### config.mk
export PLATFORM = sky130hd
export DESIGN_NAME = wdcm_queue
export DESIGN_NICKNAME = d
export VERILOG_FILES = /design/src/rtl/core/wdcm_pkg.sv /design/src/rtl/core/wdcm_queue.sv
export SDC_FILE = /design/constraint.sdc
export NUM_CORES = 1
export LEC_CHECK = 0
export BUFFER_PORTS_ARGS = -buffer_cell sky130_fd_sc_hd__buf_2
export CAP_MARGIN = 15
export CORE_ASPECT_RATIO = 0.6
export CORE_MARGIN = 5
export CORE_UTILIZATION = 60
export CTS_CLUSTER_DIAMETER = 200
export DETAILED_ROUTE_END_ITERATION = 10
export PLACE_DENSITY_LB_ADDON = 0.05
export SYNTH_ARGS = -nofsm -noshare
export SYNTH_HDL_FRONTEND = slang
export SYNTH_SLANG_ARGS = --single-unit
### constraint.sdc
create_clock -name clk -period 5.2 [get_ports clk]
set_clock_uncertainty 0.15 [all_clocks]
set_input_delay 0.52 -clock clk [delete_from_list [all_inputs] [get_ports clk]]
set_output_delay 0.52 -clock clk [all_outputs]
set_load 0.005 [all_outputs]
### src/rtl/core/wdcm_pkg.sv
// ----------------------------------------------------------------------------
// wdcm_pkg: shared types and constants of the window distinct count block
// Field widths, queue depth, count table entry layout and FSM states.
// ----------------------------------------------------------------------------
package wdcm_pkg;

  // Default sizes of the history line and of the symbol space.
  localparam int WINDOW_MAX_DEF  = 1024;
  localparam int SYMBOL_BITS_DEF = 10;

  // Widths fixed by the register and result fields.
  localparam int LEN_W = 11;
  localparam int CNT_W = 11;

  // Sequence tag kept next to each count table entry.
  localparam int EPOCH_W = 8;

  // Entries of the queue between front and back.
  localparam int QUEUE_DEPTH = 4;

  // Configuration port.
  localparam int ADDR_W = 3;
  localparam int DATA_W = 32;
  localparam logic REG_IDX_WINDOW_LEN = 1'b0;

  // Classification of one item, made by the front.
  typedef struct packed {
    logic has_old;     // window already full: the oldest symbol departs
    logic first_full;  // this item completes the first full window
    logic last;        // final item of the sequence
  } wdcm_flags_t;

  // One count table entry: a count is valid only under the current tag.
  typedef struct packed {
    logic [EPOCH_W-1:0] tag;
    logic [CNT_W-1:0]   cnt;
  } wdcm_cnt_entry_t;

  // Back part sequencer.
  typedef enum logic [1:0] {
    B_CLEAR,
    B_IDLE,
    B_CALC,
    B_WRITE_OLD
  } wdcm_back_state_t;

endpackage

### src/rtl/core/wdcm_queue.sv
// ----------------------------------------------------------------------------
// wdcm_queue: short item queue between front and back
// A small register FIFO; the head is visible while not empty.
// ----------------------------------------------------------------------------
module wdcm_queue #(
  parameter int DATA_W = 23
) (
  input  logic              clk,
  input  logic              rst,
  input  logic              clr,
  input  logic              push,
  input  logic [DATA_W-1:0] push_data,
  output logic              full,
  input  logic              pop,
  output logic [DATA_W-1:0] head,
  output logic              empty
);
  import wdcm_pkg::*;

  localparam int PTR_W = (QUEUE_DEPTH > 1) ? $clog2(QUEUE_DEPTH) : 1;
  localparam int CNT_QW = $clog2(QUEUE_DEPTH + 1);

  logic [DATA_W-1:0] slots [QUEUE_DEPTH];
  logic [PTR_W-1:0]  wr_ptr;
  logic [PTR_W-1:0]  rd_ptr;
  logic [CNT_QW-1:0] count;

  assign full  = (count == CNT_QW'(QUEUE_DEPTH));
  assign empty = (count == '0);
  assign head  = slots[rd_ptr];

  // Pointer and fill count.
  always_ff @(posedge clk) begin
    if (rst || clr) begin
      wr_ptr <= '0;
      rd_ptr <= '0;
      count  <= '0;
    end else begin
      if (push) begin
        wr_ptr <= (wr_ptr == PTR_W'(QUEUE_DEPTH - 1)) ? '0 : wr_ptr + 1'b1;
      end
      if (pop) begin
        rd_ptr <= (rd_ptr == PTR_W'(QUEUE_DEPTH - 1)) ? '0 : rd_ptr + 1'b1;
      end
      if (push && !pop) begin
        count <= count + 1'b1;
      end else if (pop && !push) begin
        count <= count - 1'b1;
      end
    end
  end

  // Slot storage.
  always_ff @(posedge clk) begin
    if (push) begin
      slots[wr_ptr] <= push_data;
    end
  end

  // The front never pushes into a full queue.
  a_no_overflow: assert property (@(posedge clk) disable iff (rst) push |-> !full)
    else $error("item pushed into a full queue");

  // The back never pops an empty queue.
  a_no_underflow: assert property (@(posedge clk) disable iff (rst) pop |-> !empty)
    else $error("item popped from an empty queue");

  // The fill count tracks pushes and pops.
  a_count_step: assert property (@(posedge clk) disable iff (rst || clr)
    (push && !pop) |=> (count == $past(count) + 1'b1))
    else $error("queue count did not follow a push");

endmodule

==> qor.txt <==
status: complete, no violations
Max H-tree Level: 3
residual DRC count: 0
clock power share: 0.317
CTS buffer count: 9
diode count: 0
root buffer cell: clkbuf_8
ANT nets after route: 0
Ys Warns: 0
DR WL/cell: 19.25 um
maximum vdd ir drop: 0.1927 mV
GRT met2 Usage: 0.2625
CP cell instances: mux4_1 > buf_2
share of the yosys chip area belonging to registers: 0.7737
post-synthesis mux area share: 0.1497
Synth cell types: 21
hold_buf cts: 0
RSZ-0062 raised after global routing: false
fin nets: 262
fmax: 367.8 MHz
Vias: 1743
DP Worst Slack: 2.808 ns
Clock Latency Late Sink: 0.35 ns
Worst EP arrival: 2.05 ns
post-layout min period: 2.719 ns
worst-margin pin slew: 1.096 ns
reg2reg path depth: 4
switching pwr: 0.2998 mW
DP Area: 4105 um2
Total Wirelength: 6.065 mm
post-route clock period utilization: 0.5229
Worst Slack Setup Final: 2.481 ns
Hold Fails Final Rpt: 0
Via density: 5.533
vias in the first global route: 1892
crit path capture type: output pin
static leakage: 1.512 nW
GR Overflow Total: 0
post-CTS sizing: 0
antenna violations before repair: 0
largest family of logic cells by synthesized area: multiplexers
GR Layer Usage met3: 0.07173
critical path class: flop to output pin
reg2reg setup slack: 3.38 ns
clock sink total: 101
row count: 22
core area: 6138 um2
worst r2r src: wr_ptr[0]
area grow syn2layout: 14.84%
area leader, netlist: edfxtp_1
placed insts: 296
drt first pass iters: 5
Initial Util: 0.6196
share of the synthesized area in the top cell type: 0.7263
Compound-Gate Fraction of Synth Area: 0.003947
Hold WS: 0.2233 ns
GRT busiest layer: met2
worst-path maximum fanout: 23
sequential fraction of design power: 0.623
# port buffers: 52
Post-Syn Area per Cell: 22.91 um2
pwr/cell area: 337.8 nW/um2
WP data required: 4.53 ns
Final Util: 0.7116
crit path to: head[5]
Worst Setup Start Kind: flop
Min-Delay Startpoint: push_data[5]
# IOs: 53
met1 usage: 0.2032
Starting DRT DRC Count: 70
Finished Layout Cells: 315
Syn Std Cell Area: 3804 um2
DIE HEIGHT: 71.68 um
first-pass GRT wire length: 9.687 mm
Post-CTS Setup Inserts: 0
Final Cell Area: 4368 um2
Gate power share: 0.060
post-route setup TNS: 0 ns
# setup viols final: 0
P_int: 1.176 mW
Synth Instances: 166
xor/xnor share of the synthesized area: 0.004605
flops & latches, synth: 101
Clock transition at path regs: 0.09 ns
MaxCap Viol Count: 0
syn nets: 201
R2R Path End: slots[2][8]
Die Area: 8084 um2
top post-synthesis cells by area: edfxtp_1 (73%), mux4_2 (12%), dfxtp_1 (4.7%), mux4_1 (2.1%), ha_1 (2.0%)
crit-path max cell delay: 0.86 ns
Bufs on Longest Clock Path: 2
Synth Area in Simple Gates: 0.02204
layout cells sized above 1: 0.3983
Slew HR: 0.2685
pin count of the biggest net entering global routing: 24
Slowest-stage cell, CP: dfxtp_2
HP Class: input pin to flop
Net Sw Frac: 0.2032
GR Util All Layers: 0.1617
Design Power: 1.476 mW
Max Slew Vio Count: 0
GP Congestion: 0.6360
CTS tree: built
detailed-placement wirelength estimate: 3.781 mm
post-synthesis adder-cell area fraction: 0.02500
Die X-Extent: 112.8 um
==> cells by family (layout without fill, tap and decap cells) <==
| group | Yosys count | count (layout) |
|---|---|---|
| AO/OA/AOI/OAI | 3 | 3 |
| buffers and inverters | 10 | 75 |
| adder cells (fa/ha/maj) | 7 | 7 |
| multiplexers | 27 | 27 |
| AND/OR/NAND/NOR | 16 | 16 |
| XOR/XNOR | 2 | 2 |
| flip-flops | 101 | 101 |
==> cell type report <==
| class | instances | area, um2 |
|---|---|---|
| Multi-Input combinational cell | 55 | 780.7 |
| Clock inverter | 5 | 62.56 |
| Timing Repair Buffer | 56 | 332.8 |
| Sequential cell | 101 | 2944 |
| Inverter | 4 | 15.01 |
| Tap cell | 84 | 105.1 |
| Fill cell | 374 | 1770 |
| Clock buffer | 10 | 127.6 |
==> worst min path at each step <==
| stage | endpoint | cells past startpoint |
|---|---|---|
| finish | slots[1][5] | 1 |
| global route | slots[3][5] | 1 |
| detailed placement | flop | 2 |
| global placement | count[2] | 2 |
| CTS | slots[1][14] | 1 |
| floorplan | count[2] | 2 |
==> critical path: cells and delay by family (launching register included) <==
family | cells | cell delay, ns
flip-flops | 1 | 0.86
multiplexers | 1 | 0.67
buffers and inverters | 1 | 0.15
==> power by group through the flow <==
stage,Combinational [mW],Sequential [mW],Clock (mW)
floorplan,0.0520,0.930,0
global placement,0.0809,0.937,0
detailed placement,0.0857,0.939,0
CTS,0.0863,0.920,0.478
global route,0.0970,0.922,0.518
finish,0.0886,0.919,0.468
==> state kept, by name, indices dropped and copies added (netlist names), named ones only <==
name and count:
slots 92, count 3, rd_ptr 2, wr_ptr 2
==> cells in the mapped netlist <==
cell type,instances
edfxtp_1,92
mux4_2,20
dfxtp_1,9
nor2_1,7
ha_1,6
and2_1,4
inv_1,4
mux2i_1,4
mux4_1,3
a21oi_1,2
buf_12,2
buf_2,2
nor3b_1,2
xor2_1,2
buf_6,1
clkbuf_1,1
fa_1,1
nor3_1,1
o21ai_0,1
or2_2,1
or3_1,1
==> per-layer routing <==
| metal | up-vias | routed length, um |
|---|---|---|
| met5 | - | 0 |
| met3 | 5 | 388 |
| met2 | 47 | 3032 |
| met1 | 893 | 2597 |
| met4 | 0 | 46 |
| li1 | 798 | - |
==> placed cells by master, fill, tap and decap left out, types with 3 or more instances in the layout <==
master,instances
mux4_1,3
ha_1,6
dfxtp_1,8
buf_8,3
inv_1,4
mux2i_1,4
clkbuf_8,9
mux4_2,20
and2_1,4
edfxtp_1,92
nor2_1,7
buf_2,52
(Power assumes the default switching activity.)
